[src/rtl/bbn_pkg.sv]
// ----------------------------------------------------------------------------
// bbn_pkg: shared types and constants for the 3x3 box blur.
// Holds the payload structs, the opcode names and the queue entry type.
// ----------------------------------------------------------------------------
package bbn_pkg;

	localparam logic OP_PIXEL = 1'b0;
	localparam logic OP_DRAIN = 1'b1;

	localparam int CFG_WIDTH_IDX  = 0;
	localparam int CFG_HEIGHT_IDX = 1;
	localparam int CFG_DW         = 16;
	localparam int CFG_AW         = 1;

	typedef struct packed {
		logic       opcode;
		logic [7:0] in_red;
		logic [7:0] in_green;
		logic [7:0] in_blue;
	} bbn_in_t;

	typedef struct packed {
		logic [7:0] out_red;
		logic [7:0] out_green;
		logic [7:0] out_blue;
		logic       frame_last;
	} bbn_out_t;

	// Classified window, handed from the front to the back.
	// Sums are at most 9*255 = 2295, which fits 12 bits.
	typedef struct packed {
		logic [11:0] sum_r;
		logic [11:0] sum_g;
		logic [11:0] sum_b;
		logic [3:0]  cnt;
		logic        last;
	} bbn_job_t;

endpackage

[src/rtl/bbn_queue.sv]
// ----------------------------------------------------------------------------
// bbn_queue: four-entry FIFO between front and back.
// Room is reported with two spare slots so in-flight jobs always fit.
// ----------------------------------------------------------------------------
module bbn_queue import bbn_pkg::*; (
	input  logic     clk,
	input  logic     arst_n,
	input  logic     wr,
	input  bbn_job_t wdata,
	output logic     room,
	output logic     rd_valid,
	input  logic     rd,
	output bbn_job_t rdata
);
	bbn_job_t mem_q [4];
	logic [1:0] wp_q, rp_q;
	logic [2:0] cnt_q;

	assign room = cnt_q <= 3'd1;
	assign rd_valid = cnt_q != '0;
	assign rdata = mem_q[rp_q];

	always_ff @(posedge clk) begin
		if (wr) mem_q[wp_q] <= wdata;
	end
	always_ff @(posedge clk or negedge arst_n) begin
		if (!arst_n) begin
			wp_q <= '0; rp_q <= '0; cnt_q <= '0;
		end else begin
			if (wr) wp_q <= wp_q + 1'b1;
			if (rd) rp_q <= rp_q + 1'b1;
			cnt_q <= cnt_q + 3'(wr) - 3'(rd);
		end
	end
endmodule

[config.mk]
export PLATFORM = sky130hd
export DESIGN_NAME = bbn_queue
export DESIGN_NICKNAME = d
export VERILOG_FILES = /design/src/rtl/bbn_pkg.sv /design/src/rtl/bbn_queue.sv
export SDC_FILE = /design/constraint.sdc
export NUM_CORES = 1
export LEC_CHECK = 0
export BUFFER_PORTS_ARGS = -buffer_cell sky130_fd_sc_hd__buf_2
export CAP_MARGIN = 20
export CORE_MARGIN = 2
export CORE_UTILIZATION = 53
export CTS_BUF_LIST = sky130_fd_sc_hd__clkbuf_2 sky130_fd_sc_hd__clkbuf_4 sky130_fd_sc_hd__clkbuf_8
export DETAILED_ROUTE_END_ITERATION = 12
export GPL_ROUTABILITY_DRIVEN = 0
export PLACE_DENSITY = 0.8
export RECOVER_POWER = 100
export SLEW_MARGIN = 20
export SYNTH_ARGS = -nofsm -noshare
export SYNTH_HDL_FRONTEND = slang
export SYNTH_SLANG_ARGS = --single-unit
[constraint.sdc]
create_clock -name clk -period 2.1 [get_ports clk]
set_input_delay 0.21 -clock clk [delete_from_list [all_inputs] [get_ports clk]]
set_output_delay 0.21 -clock clk [all_outputs]
set_load 0.01 [all_outputs]
==> impl_metrics.csv <==
group,metric,value,unit
die,fp.dieH,114,um
grt,grt_use_total,18.0,%
sta,fin_worst_skew,0.00615,ns
synthesis,synthMuxAreaShare,14.6,%
synthesis,yosys-top-cells-area,"edfxtp_1 77%, mux4_2 13%, dfrtp_1 2.7%",
synthesis,synth-simple-area-share,0.685,%
power,p_leak,0.00274,uW
worst_setup_path,cpPeakStageDelay,0.49,ns
cells_and_area,final_cell_mix,"164 x edfxtp_1, 43 x dlygate4sd3_1, 42 x clkbuf_1, 42 x buf_2, 40 x mux4_2",
synthesis,yosysTopAreaCellShare,77.0,%
worst_setup_path,cp-start-kind,"register",
clock_tree,cts_made_buffers,17,
grt,overflow,0,
synthesis,synthAdderAreaFrac,1.88,%
die,initial_utilization,53.7,%
grt,grt_max_degree,33,
synthesis,syn_avg_cell_area,25.2,sq um
sta,tightest_slew,0.420,ns
sta,min_period_over_period,98.2,%
die,rows,40,
synthesis,ys_seq_area_share,79.8,%
die,die_w,114,um
sta,fin_ws,0.0385,ns
clock_tree,clk_path_buf_depth,2,
clock_tree,path_clk_slew,0.08,ns
detailed_routing,drc_errors,0,
detailed_routing,via_per_inst,5.32,
detailed_routing,wire_per_inst,18.7,um
power,total_power,10200,uW
sta,hold_viol_final,0,
sta,setup-violations-final,0,
synthesis,ys_seq_elements,171,
outcome,outcome,"completed",
cells_and_area,areaGrowthSynthToFinish,23.8,%
grt,grt_pass1_vias,3287,
detailed_routing,drtPass1Iterations,4,
place,post-place-ws,0.311,ns
worst_setup_path,critical_path.max_fanout,3,
clock_tree,clkSinkCount,171,
place,detailedPlacementHpwl,6.62,mm
sta,fmax,485,MHz
synthesis,yosysWarnings,0,
synthesis,synth_top_area_cell,"edfxtp_1",
power,vdd_drop_max,0.709,mV
sta,slew_viol_final,0,
synthesis,synth_xor_area_share,0.548,%
worst_setup_path,cpMostUsedCell,"buf_4",
sta,maxSlewHeadroom,72.0,%
synthesis,synthCells,254,
power,power_density,1290,mW/mm^2
worst_setup_path,path_class,"register to output pin",
die,dieArea,0.0130,sq mm
detailed_routing,drtAntennaViolNets,0,
synthesis,synth_top_family_by_area,"multiplexers",
cells_and_area,fillers,820,
die,core-area,0.0119,sq mm
die,io_pins,88,
worst_setup_path,critPathArrivalTime,1.85,ns
cells_and_area,fin_nets,469,
cells_and_area,layout_commonest_cell,"edfxtp_1",
place,numPortBuffers,87,
worst_setup_path,worstSetupEndpointType,"output pin",
sta,finalCriticalPeriod,2.06,ns
clock_tree,cts_tree,"built",
clock_tree,worstSkewPairLatency,0.45,ns
worst_setup_path,path_cells,"buf_4, buf_4, mux4_2, buf_6",
synthesis,synth_cell_types,18,
detailed_routing,dr.first_iter.drc_count,194,
detailed_routing,vias,3057,
grt,grt_pass1_wl,16.8,mm
worst_setup_path,required,1.89,ns
cells_and_area,drive_gt1_share,32.3,%
synthesis,synth_compound_area_share,0.215,%
synthesis,synthesis.nets,308,
cells_and_area,multi_input_area,0.00114,sq mm
detailed_routing,totalWireLength,10.8,mm
clock_tree,cts_max_level,4,
clock_tree,cts-root-buf,"clkbuf_8",
synthesis,syn_area,0.00639,sq mm
job,drv_cap,0,
worst_hold_path,hold_path.class,"input port to register",
sta,rsz0062_at_grt,"true",
worst_setup_path,cpMaxStageDelayCell,"dfrtp_4",
grt,antenna_found_initial,1,
cells_and_area,register_area,0.00510,sq mm
[cell type report]
type / instances / area share [%]
diodes: 1 / 0.0316
clock buffers: 20 / 3.24
clock inverters: 11 / 1.31
inverters: 8 / 0.380
multi-input cells: 65 / 14.5
flip-flops and latches: 171 / 64.5
well taps: 147 / 2.32
repair buffers: 152 / 13.7
[timing repair]
item                                    CTS  global route
cloned                                    0             2
hold buffers                             43             0
endpoints found under the setup margin   33            32
setup buffers                             5             3
hold endpoints to repair                172             0
resized for setup                         3             7
[routing by layer]
layer	share of wire [%]	GRT usage (%)	wire length [um]
met5	0	0	0
met4	1.8	7.56	193
met3	4.7	5.69	507
met2	51	29.9	5490
met1	43	22.1	4580
[sequential cells by signal, indices dropped and copies added, names as in the netlist]
register	count
cnt_q	3
mem_q	164
rp_q	2
wp_q	2
[critical path: cells and delay by family, from the launching register on]
kind	cells	cell delay, ns
flops	1	0.49
mux	1	0.46
buf+inv	3	0.45
[power breakdown]
| part | switching (uW) | internal, uW |
|---|---|---|
| clock | 1050 | 1060 |
| combinational | 1650 | 1780 |
| sequential | 217 | 4480 |
[logic make-up (layout without fill, tap and decap cells)]
group | after synthesis | after routing
AO/OA/AOI/OAI | 2 | 2
XOR/XNOR | 4 | 4
adder cells (fa/ha/maj) | 9 | 9
buffers and inverters | 18 | 191
flip-flops | 171 | 171
multiplexers | 41 | 41
other | 0 | 1
AND/OR/NAND/NOR | 9 | 9
[synthesized netlist by cell type]
master	number
a22o_1	1
and2_1	4
buf_12	4
buf_2	4
buf_6	1
clkbuf_1	1
dfrtp_1	7
edfxtp_1	164
fa_1	1
ha_1	8
inv_1	8
mux4_1	3
mux4_2	38
nand2_1	4
nor2_1	1
o21ai_0	1
xnor2_1	1
xor2_1	3
[per-stage QoR]
step | area [sq um] | setup TNS, ns | util (%) | hold slack (ns) | cells
final | 7910 | 0 | 66.4 | 0.0719 | 575
after global routing | 7910 | -0.102 | 66.4 | 0.0802 | 575
after CTS | 7870 | -0.0245 | 66.1 | 0.0489 | 569
after detailed placement | 7030 | 0 | 59.1 | 0.0614 | 490
after global placement | 7030 | 0 | 59.1 | 0.0586 | 490
after floorplan | 6390 | 0 | - | -0.0856 | 254
[worst paths after layout]
kind,end,from,depth (start not counted),slack (ns)
worst max-delay path,rdata[17],rp_q[0]$_DFFE_PN0P_,4,0.04
worst min-delay path,wp_q[0]$_DFFE_PN0P_,wr,2,0.07
worst max register to register,cnt_q[2]$_DFF_PN0_,cnt_q[0]$_DFF_PN0_,7,0.50
worst min register to register,wp_q[0]$_DFFE_PN0P_,wp_q[0]$_DFFE_PN0P_,1,0.55
max in group asynchronous,rp_q[0]$_DFFE_PN0P_,arst_n,2,1.57
min in group asynchronous,cnt_q[0]$_DFF_PN0_,arst_n,2,0.20
Note: power is estimated with default switching activity, not from simulation.
