<file path="src/rtl/bbn_pkg.sv">
// ----------------------------------------------------------------------------
// bbn_pkg: shared types and constants for the 3x3 box blur.
// Holds the payload structs, the opcode names and the queue entry type.
// ----------------------------------------------------------------------------
package bbn_pkg;

	localparam logic OP_PIXEL = 1'b0;
	localparam logic OP_DRAIN = 1'b1;

	localparam int CFG_WIDTH_IDX  = 0;
	localparam int CFG_HEIGHT_IDX = 1;
	localparam int CFG_DW         = 16;
	localparam int CFG_AW         = 1;

	typedef struct packed {
		logic       opcode;
		logic [7:0] in_red;
		logic [7:0] in_green;
		logic [7:0] in_blue;
	} bbn_in_t;

	typedef struct packed {
		logic [7:0] out_red;
		logic [7:0] out_green;
		logic [7:0] out_blue;
		logic       frame_last;
	} bbn_out_t;

	// Classified window, handed from the front to the back.
	// Sums are at most 9*255 = 2295, which fits 12 bits.
	typedef struct packed {
		logic [11:0] sum_r;
		logic [11:0] sum_g;
		logic [11:0] sum_b;
		logic [3:0]  cnt;
		logic        last;
	} bbn_job_t;

endpackage

</file>
<file path="src/rtl/bbn_back.sv">
// ----------------------------------------------------------------------------
// bbn_back: rounded division of the sums and the output register.
// Divides by 1..9 with a small reciprocal table per channel.
// ----------------------------------------------------------------------------
module bbn_back import bbn_pkg::*; (
	input  logic     clk,
	input  logic     arst_n,
	input  logic     job_valid,
	input  bbn_job_t job,
	output logic     job_take,
	output logic     out_valid,
	input  logic     out_stall,
	output bbn_out_t out_data
);
	// Reciprocal of the count scaled by 2^16, rounded up.
	function automatic logic [16:0] recip(input logic [3:0] c);
		case (c)
			4'd1:    recip = 17'd65536;
			4'd2:    recip = 17'd32768;
			4'd3:    recip = 17'd21846;
			4'd4:    recip = 17'd16384;
			4'd5:    recip = 17'd13108;
			4'd6:    recip = 17'd10923;
			4'd7:    recip = 17'd9363;
			4'd8:    recip = 17'd8192;
			4'd9:    recip = 17'd7282;
			default: recip = 17'd0;
		endcase
	endfunction

	// Round half up: (2s + c) div 2c equals (s + c/2) div c. The scaled
	// reciprocal gives the exact quotient for any numerator below 4096.
	function automatic logic [7:0] rdiv(input logic [11:0] s, input logic [3:0] c);
		logic [11:0] m;
		logic [28:0] p;
		m = s + 12'(c[3:1]);
		p = 29'(m) * 29'(recip(c));
		return p[23:16];
	endfunction

	assign job_take = job_valid && (!out_valid || !out_stall);

	always_ff @(posedge clk) begin
		if (job_take) begin
			out_data.out_red <= rdiv(job.sum_r, job.cnt);
			out_data.out_green <= rdiv(job.sum_g, job.cnt);
			out_data.out_blue <= rdiv(job.sum_b, job.cnt);
			out_data.frame_last <= job.last;
		end
	end
	always_ff @(posedge clk or negedge arst_n) begin
		if (!arst_n) out_valid <= 1'b0;
		else if (job_take) out_valid <= 1'b1;
		else if (!out_stall) out_valid <= 1'b0;
	end
endmodule

</file>
<file path="config.mk">
export PLATFORM = sky130hd
export DESIGN_NAME = bbn_back
export DESIGN_NICKNAME = d
export VERILOG_FILES = /design/src/rtl/bbn_pkg.sv /design/src/rtl/bbn_back.sv
export SDC_FILE = /design/constraint.sdc
export NUM_CORES = 1
export LEC_CHECK = 0
export BUFFER_PORTS_ARGS = -buffer_cell sky130_fd_sc_hd__buf_2
export CELL_PAD_IN_SITES_DETAIL_PLACEMENT = 1
export CELL_PAD_IN_SITES_GLOBAL_PLACEMENT = 1
export CORE_ASPECT_RATIO = 0.8
export CORE_MARGIN = 3
export CORE_UTILIZATION = 35
export CTS_BUF_LIST = sky130_fd_sc_hd__clkbuf_2
export DETAILED_ROUTE_END_ITERATION = 6
export MAX_ROUTING_LAYER = met4
export PLACE_DENSITY_LB_ADDON = 0.1
export SLEW_MARGIN = 20
export SYNTH_ARGS = -nofsm -noshare
export SYNTH_HDL_FRONTEND = slang
export SYNTH_SLANG_ARGS = --single-unit
</file>
<file path="constraint.sdc">
create_clock -name clk -period 4.3 [get_ports clk]
set_clock_uncertainty 0.15 [all_clocks]
set_input_delay 0.86 -clock clk [delete_from_list [all_inputs] [get_ports clk]]
set_output_delay 0.86 -clock clk [all_outputs]
set_load 0.02 [all_outputs]
</file>
==> flow_metrics.tcl, run 1 <==
set metrics [dict create \
    yosys.area_share.simple_pct 14.8 \
    yosysWarnings 0 \
    cp_slowest_stage_delay_ns 0.56 \
    holdPathStages 1 \
    yosys.area_share.adder_pct 58.2 \
    yosysSeqAreaShare_pct 4.39 \
    clock_sinks 26 \
    overflow 0 \
    cp.arrival_ns 6.80 \
    fp.coreArea_mm2 0.0498 \
    cts_buffers 3 \
    worst-path-stages 27 \
    cp.required_ns 4.59 \
    fillers 5765 \
    routed_wl_um 64800 \
    synth_ff_type "edfxtp_1" \
    ant_nets 0 \
    detail_route.wl_per_cell_um 20.0 \
    report.final.slew_viol_count 0 \
    die_area_mm2 0.0533 \
    grt_antenna_before_repair 3 \
    synth_compound_area_share_pct 4.28 \
    grt_setup_unrepaired "true" \
    num_vias 15300 \
    r2r_cells 2 \
    path_common_cell "fa_1" \
    initial_core_util_pct 35.5 \
    crit_type "primary input to flip-flop" \
    hold_viol 0 \
    drt_iter0_markers 776 \
    avgSynthCellArea_um2 8.67 \
    critPathLaunchType "primary input" \
    clockBufferDepth 2 \
    fmax_mhz 154 \
    globalplace.congestion 0.900 \
    die_y_um 207 \
    crit_family "adder cells" \
    rows 73 \
    synth_top_family_by_area "adder cells" \
    pin_count 72 \
    period_minus_slack_ns 6.51 \
    fin_util_pct 49.3 \
    fin_tns_setup_ns -49.15 \
    grt_max_degree 26 \
    clk_pin_slew_ns 0.40 \
    clock_latency_ns 0.53 \
    violations "setup timing" \
    synth_area_mm2 0.0177 \
    worst-slew-pin-transition_ns 0.565 \
    cp_slowest_cell "fa_1" \
    nets 3168 \
    ys_seq_elements 26 \
    clockRootBuffer "clkbuf_2" \
    cp_max_fo 4 \
    dr.pass1.iters 5 \
    io_buffers 71 \
    grt_pass1_vias 17600 \
    post-route-period-util_pct 151 \
    dp_cells 3134 \
    synth_edf_count 25 \
    power_mw 5.87 \
    instances_no_fill 3234 \
    p_leak_nw 12.4 \
    areaGrowthSynthToFinish_pct 38.8 \
    cts_tree "yes" \
    min_path_type "primary input to flip-flop" \
    max-vdd-ir-drop_v 0.000273 \
    synthMuxAreaShare_pct 0 \
    async_reset_ff_share_pct 3.85 \
    dp_hpwl_um 55300 \
    fin_ws_ns -2.21 \
    grtUsageTotal_pct 25.6 \
    max_slew_margin_pct 62.4 \
    status "finished with violations" \
    layout-drive-gt1-share_pct 34.2 \
    synth_nets 2649 \
    finalSetupViolCount 24 \
    place_ws_ns -3.25 \
    drc 0 \
    h-tree-depth 1 \
    p_per_area_mw_per_mm2 239 \
    drt-vias-per-instance 4.73 \
    syn_inst 2038 \
    grt_first_pass_wirelength_um 102000 \
    worst-path-buf-inv 9 \
    cp-end-kind "flip-flop" \
    fp.dieW_um 257 \
    yosysUniqueCellTypes 63 \
    drv_cap 0 \
    synthXorXnorAreaFrac_pct 5.24 \
]
per-layer routing:
| layer | global-route usage [%] | routed length (um) |
|---|---|---|
| met3 | 3.46 | 2940 |
| met4 | 4.77 | 1250 |
| met1 | 36.2 | 30300 |
| met2 | 39.9 | 30300 |
| met5 | - | 0 |
metrics by stage:
stage / area [um^2] / hold slack [ns]
global route: 24500 / 0.235
detailed placement: 22500 / 0.420
floorplan: 18200 / 0.414
finish: 24500 / 0.312
global placement: 22500 / 0.382
CTS: 24000 / 0.236
synth_stat cells (4+ instances only):
cell type,count,area share (%)
xnor2_1,53,2.6
xnor2_2,4,0.37
nor4_1,6,0.21
nand4_1,8,0.28
o21ai_0,26,0.74
nand2_1,353,7.5
and2_1,8,0.28
and3_1,14,0.50
a21o_1,18,0.76
o21a_1,5,0.21
nand4b_1,4,0.20
a21oi_1,27,0.76
nor3_1,8,0.23
inv_1,552,12
edfxtp_1,25,4.2
xnor3_1,4,0.51
a211oi_1,7,0.30
xor2_1,35,1.7
clkbuf_1,63,1.3
ha_1,140,9.9
nor2_1,176,3.7
nand3_1,13,0.37
fa_1,426,48
area by class of cell:
type / instances / area (um^2) / share of cell area [%]
multi-input cells: 1394 / 16100 / 65.6
flip-flops and latches: 26 / 776 / 3.16
clock buffers: 3 / 15.0 / 0.0612
inverters: 552 / 2070 / 8.45
well taps: 675 / 845 / 3.44
diodes: 3 / 7.51 / 0.0306
clock inverters: 1 / 30.0 / 0.122
repair buffers: 580 / 4700 / 19.2
cells in the final DEF (no fill, tap or decap), types with 12 or more instances in the layout:
| cell | n |
|---|---|
| a21o_1 | 18 |
| a21oi_2 | 15 |
| buf_12 | 25 |
| buf_2 | 66 |
| buf_4 | 442 |
| buf_6 | 44 |
| edfxtp_1 | 25 |
| fa_1 | 389 |
| fa_2 | 37 |
| ha_1 | 110 |
| ha_4 | 28 |
| inv_1 | 517 |
| inv_2 | 34 |
| nand2_1 | 316 |
| nand2_2 | 25 |
| nand2_4 | 12 |
| nor2_1 | 142 |
| nor2_2 | 28 |
| o21ai_0 | 14 |
| xnor2_1 | 36 |
| xnor2_2 | 13 |
| xor2_1 | 21 |
| xor2_2 | 12 |
registers in the layout, summed over array words and instances, names as in the netlist:
signal / count
out_data: 25
out_valid: 1
what timing repair did:
action                                  CTS  global route
pin swaps                               138           111
gates resized for setup                 197           100
hold buffers                              1             0
cloned                                    1             0
endpoints found under the setup margin   24            24
buffers inserted                         66            28
hold endpoints to repair                  1             0
report_power, final:
part           internal, mW  total, mW  leakage, nW  switching (mW)
Sequential            0.416      0.436        0.252          0.0204
Clock                0.0807      0.232       0.0266           0.151
Combinational          2.44       5.21         12.1            2.77
Total                  2.93       5.87         12.4            2.94
kinds of logic after synthesis:
logic type,Yosys count
XOR/XNOR,96
adder cells (fa/ha/maj),566
flip-flops,26
AO/OA/AOI/OAI,113
AND/OR/NAND/NOR,619
buffers and inverters,618
worst paths after layout:
path | from | end | slack (ns)
max | job[2] | out_data[22]$_DFFE_PP_ | -2.21
min | job[0] | out_data[0]$_DFFE_PP_ | 0.31
max reg2reg | out_valid$_DFFE_PN0P_ | out_data[3]$_DFFE_PP_ | 2.77
min reg2reg | out_valid$_DFFE_PN0P_ | out_valid$_DFFE_PN0P_ | 0.47
max in group asynchronous | arst_n | out_valid$_DFFE_PN0P_ | 3.53
min in group asynchronous | arst_n | out_valid$_DFFE_PN0P_ | 0.40
Power figures use the tool's default switching activity.
==> run 2: changes to the inputs <==
BUFFER_PORTS_ARGS = not set   (was -buffer_cell sky130_fd_sc_hd__buf_2)
DONT_BUFFER_PORTS = 1   (was not set)
==> flow_metrics.tcl, run 2 (synthesis results as in run 1) <==
set metrics [dict create \
    status "finished with violations" \
    violations "setup timing" \
    min_path_type "primary input to flip-flop" \
    fin_ws_ns -2.00 \
    die_area_mm2 0.0533 \
    ant_nets 0 \
    clk_pin_slew_ns 0.43 \
    max-vdd-ir-drop_v 0.000308 \
    cts_buffers 3 \
    reg_top3 "out_data x25, out_valid x1" \
    period_minus_slack_ns 6.30 \
    p_per_area_mw_per_mm2 240 \
    drt-vias-per-instance 4.69 \
    die_y_um 207 \
    overflow 0 \
    hold_viol 0 \
    fp.dieW_um 257 \
    fmax_mhz 159 \
    post-route-period-util_pct 147 \
    dr.pass1.iters 7 \
    dp_hpwl_um 54800 \
    clock_latency_ns 0.55 \
    clock_sinks 26 \
    finalSetupViolCount 24 \
    largest_reg_flops 25 \
    fp.coreArea_mm2 0.0498 \
    grtUsageTotal_pct 25.0 \
    nets 3060 \
    drv_cap 0 \
    io_buffers 0 \
    grt_max_degree 27 \
    initial_core_util_pct 35.5 \
    h-tree-depth 1 \
    worst-slew-pin-transition_ns 0.631 \
    areaGrowthSynthToFinish_pct 33.9 \
    grt_first_pass_wirelength_um 99100 \
    max_slew_margin_pct 57.8 \
    cp-end-kind "flip-flop" \
    place_ws_ns -3.00 \
    grt_pass1_vias 16900 \
    clockRootBuffer "clkbuf_2" \
    layout_commonest_cell "inv_1" \
    final_cell_mix "inv_1 (529), buf_4 (423), fa_1 (398)" \
    rows 73 \
    drc 0 \
    grt_antenna_before_repair 2 \
    fin_util_pct 47.6 \
    cp.arrival_ns 6.56 \
    num_vias 14700 \
    pin_count 72 \
    critPathLaunchType "primary input" \
    p_leak_nw 11.9 \
    drt_iter0_markers 651 \
    report.final.slew_viol_count 0 \
    cp_max_fo 10 \
    cts_tree "yes" \
    globalplace.congestion 0.927 \
    clockBufferDepth 2 \
    routed_wl_um 62700 \
    regMostFlops "out_data" \
    detail_route.wl_per_cell_um 20.1 \
    layout-drive-gt1-share_pct 30.4 \
    grt_setup_unrepaired "true" \
    cp.required_ns 4.55 \
    crit_type "primary input to flip-flop" \
    hold-worst-slack_ns 0.198 \
]
-- run 2: cell types whose count changed in the layout (fill, tap and decap cells not counted), moves of 11 or more --
cell,change
buf_12,-11
buf_2,-66
buf_4,-19
buf_6,-11
inv_1,+12
inv_2,-11
-- run 2: cell type report --
class	count	area, um^2
multi-input cells	1395	16100
repair buffers	471	3840
inverters	552	2070
diodes	1	2.50
well taps	675	845
clock buffers	3	15.0
flip-flops and latches	26	776
clock inverters	1	30.0
fillers	5770	26100
-- run 2: critical path: stages --
cell     delay (ns)
ha_4           0.15
fa_2           0.39
a21oi_4        0.19
buf_6          0.14
buf_6          0.09
nor3b_4        0.05
xor2_2         0.20
buf_6          0.15
nand2_2        0.06
fa_1           0.50
inv_1          0.05
fa_1           0.58
fa_2           0.44
fa_1           0.49
inv_1          0.05
fa_1           0.48
inv_2          0.05
ha_4           0.24
a21oi_2        0.14
and3b_1        0.20
a31oi_2        0.16
buf_4          0.14
nand4_1        0.18
a31o_2         0.32
a21oi_2        0.15
xnor2_1        0.08
-- run 2: through the flow --
step | TNS, ns | area, um^2 | total power [mW] | std cells
CTS | -41.04 | 23100 | 5.50 | 3100
global route | -44.96 | 23700 | 6.36 | 3124
floorplan | -48.70 | 18200 | 3.20 | 2038
detailed placement | -65.12 | 22000 | 4.86 | 3053
finish | -41.97 | 23700 | 5.68 | 3124
global placement | -62.45 | 22000 | 4.70 | 3053
-- run 2: where the power goes --
group          internal, mW  leakage (nW)  switching, mW
logic                  2.31          11.6           2.58
registers             0.423         0.252          0.131
clock network        0.0807        0.0266          0.157
-- run 2: layer usage --
metal / global-route usage [%] / share of wire [%] / wire length [um] / up-vias
li1: - / - / - / 6753
met1: 36.0 / 49 / 30500 / 7615
met2: 38.9 / 46 / 28600 / 260
met3: 4.23 / 5.0 / 3130 / 38
met4: 1.88 / 0.71 / 444 / 0
met5: - / 0 / 0 / -
-- run 2: final timing paths --
kind	from	to	slack, ns	depth (start not counted)
min in group asynchronous	arst_n	out_valid$_DFFE_PN0P_	0.26	1
worst min register to register	out_valid$_DFFE_PN0P_	out_valid$_DFFE_PN0P_	0.59	1
worst min-delay path	job_valid	out_valid$_DFFE_PN0P_	0.20	1
worst max-delay path	job[2]	out_data[7]$_DFFE_PP_	-2.00	26
max in group asynchronous	arst_n	out_valid$_DFFE_PN0P_	3.65	1
worst max register to register	out_valid$_DFFE_PN0P_	out_data[3]$_DFFE_PP_	2.33	2
-- run 2: repair_timing --
item,4_1_cts,5_1_grt
setup endpoints to repair,24,24
buffers inserted,44,25
endpoints found under the hold margin,1,0
hold buffers,1,0
gates cloned,1,0
resized for setup,145,101
pin swaps,112,109
==> run 3: changes to the inputs <==
BUFFER_PORTS_ARGS = -buffer_cell sky130_fd_sc_hd__buf_2   (was not set)
DONT_BUFFER_PORTS = not set   (was 1)
clock period = 6.7 ns   (was 4.3 ns; I/O delays follow)
==> flow_metrics.tcl, run 3 (synthesis results as in run 1) <==
set metrics [dict create \
    violations "setup timing" \
    grt_max_degree 26 \
    dr.pass1.iters 5 \
    clkPwrFrac_pct 4.2 \
    hold_viol 0 \
    initial_core_util_pct 35.5 \
    drt-vias-per-instance 4.73 \
    routed_wl_um 62700 \
    globalplace.congestion 0.905 \
    die_y_um 207 \
    clock_latency_ns 0.54 \
    drv_cap 0 \
    r2r_cells 2 \
    fin_ws_ns -0.228 \
    post-route-period-util_pct 103 \
    clock_sinks 26 \
    crit_type "primary input to flip-flop" \
    p_leak_nw 12.2 \
    fp.dieW_um 257 \
    largest_reg_flops 25 \
    grtUsageTotal_pct 25.2 \
    fillers 5776 \
    seqPwrFrac_pct 7.6 \
    finalInstanceArea_mm2 0.0242 \
    r2r_start "out_valid$_DFFE_PN0P_" \
    critPathLaunchType "primary input" \
    p_per_area_mw_per_mm2 152 \
    cp.arrival_ns 7.17 \
    fp.coreArea_mm2 0.0498 \
    grt_antenna_before_repair 3 \
    regMostFlops "out_data" \
    ant_nets 0 \
    die_area_mm2 0.0533 \
    grt_setup_unrepaired "true" \
    drt_iter0_markers 693 \
    dp_hpwl_um 54700 \
    detail_route.wl_per_cell_um 19.6 \
    hold_buffers 0 \
    max-vdd-ir-drop_v 0.000176 \
    cp.required_ns 6.94 \
    report.final.slew_viol_count 0 \
    final_cell_mix "inv_1 (532), buf_4 (426), fa_1 (400)" \
    clockBufferDepth 2 \
    num_vias 15200 \
    cp-end-kind "flip-flop" \
    min_path_type "primary input to asynchronous set/reset pin" \
    reg_top3 "out_data x25, out_valid x1" \
    cts_tree "yes" \
    pin_count 72 \
    layout_commonest_cell "inv_1" \
    overflow 0 \
    clk_pin_slew_ns 0.42 \
    p_int_mw 1.82 \
    fmax_mhz 144 \
    p_sw_mw 1.85 \
    period_minus_slack_ns 6.93 \
    status "finished with violations" \
    worst-slew-pin-transition_ns 0.602 \
    nets 3140 \
    finalSetupViolCount 14 \
    dpl-instance-area_mm2 0.0224 \
    rows 73 \
    h-tree-depth 1 \
    power_switching_share_pct 50.3 \
    power_frac_comb_pct 88.2 \
    cp_max_fo 6 \
    startpoint "job[2]" \
    areaGrowthSynthToFinish_pct 36.7 \
    layout-drive-gt1-share_pct 31.5 \
    cts_buffers 3 \
    io_buffers 71 \
    rrSetupSlack_ns 5.18 \
    grt_pass1_vias 17500 \
    grt_first_pass_wirelength_um 100000 \
    drc 0 \
    power_mw 3.67 \
    clockRootBuffer "clkbuf_2" \
    max_slew_margin_pct 59.9 \
    reg2reg_to "out_data[3]$_DFFE_PP_" \
]
run 3: changes by cell type in the layout (fill, tap and decap cells not counted), sizes merged:
cell and change:
xnor2 -1, dlygate4sd3 -1, diode +1, bufbuf +1
buf +81
run 3: worst max path at each step:
stage	cells after the start	end	slack, ns
finish	25	out_data[7]$_DFFE_PP_	-0.23
global route	25	out_data[7]$_DFFE_PP_	-0.38
global placement	25	out_data[7]$_DFFE_PP_	-1.52
CTS	25	out_data[7]$_DFFE_PP_	-0.23
floorplan	22	out_data[16]$_DFFE_PP_	-0.45
detailed placement	24	out_data[7]$_DFFE_PP_	-1.49
run 3: timing repair:
item	4_1_cts	5_1_grt
setup endpoints to repair	23	22
resized for setup	136	99
buffers inserted	55	21
pin swaps	116	63
run 3: stage by stage:
stage               TNS (ns)  hold slack, ns  util [%]  cells  setup slack (ns)
floorplan              -3.46           0.458         -   2038            -0.454
global placement      -24.67           0.381      45.0   3129             -1.52
detailed placement    -25.87           0.400      45.0   3129             -1.49
CTS                   -0.925           0.235      47.4   3186            -0.234
global route           -4.32           0.233      48.5   3204            -0.382
finish                 -1.78           0.308      48.5   3205            -0.228
run 3: cell type report:
type,count,area (um^2),area share (%)
Clock inverter,1,30.0,0.124
Clock buffer,3,15.0,0.0621
Sequential cell,26,776,3.21
Timing Repair Buffer,552,4460,18.4
Inverter,552,2070,8.58
Tap cell,675,845,3.50
Multi-Input combinational cell,1394,16000,66.1
Antenna cell,2,5.00,0.0207
run 3: power by group through the flow:
stage	registers [mW]	clock network (mW)	logic (mW)
after floorplan	0.351	0	1.69
after global placement	0.283	0	2.78
after detailed placement	0.283	0	2.87
after CTS	0.279	0.161	3.09
after global routing	0.283	0.163	3.66
final	0.277	0.154	3.24
run 3: worst max-delay path: stages:
cell and delay (ns):
buf_12 0.12, ha_4 0.17, fa_2 0.42, a21oi_4 0.20
buf_6 0.15, nor4b_4 0.05, xnor2_2 0.18, nor2_2 0.19
nor2_2 0.06, fa_1 0.54, fa_1 0.57, inv_2 0.05
fa_1 0.50, fa_1 0.50, inv_1 0.05, fa_1 0.51
inv_2 0.05, ha_4 0.22, a211oi_2 0.19, nand2_1 0.13
a31oi_4 0.24, nand4_1 0.21, a31o_2 0.28, a21oi_2 0.15
xnor2_1 0.08
run 3: metal layers:
metal / vias to the layer above / share of wire [%] / track usage [%]
met2: 261 / 46 / 39.0
met4: 0 / 1.7 / 4.03
met5: - / 0 / -
li1: 6910 / - / -
met3: 64 / 4.3 / 3.76
met1: 7915 / 48 / 35.8
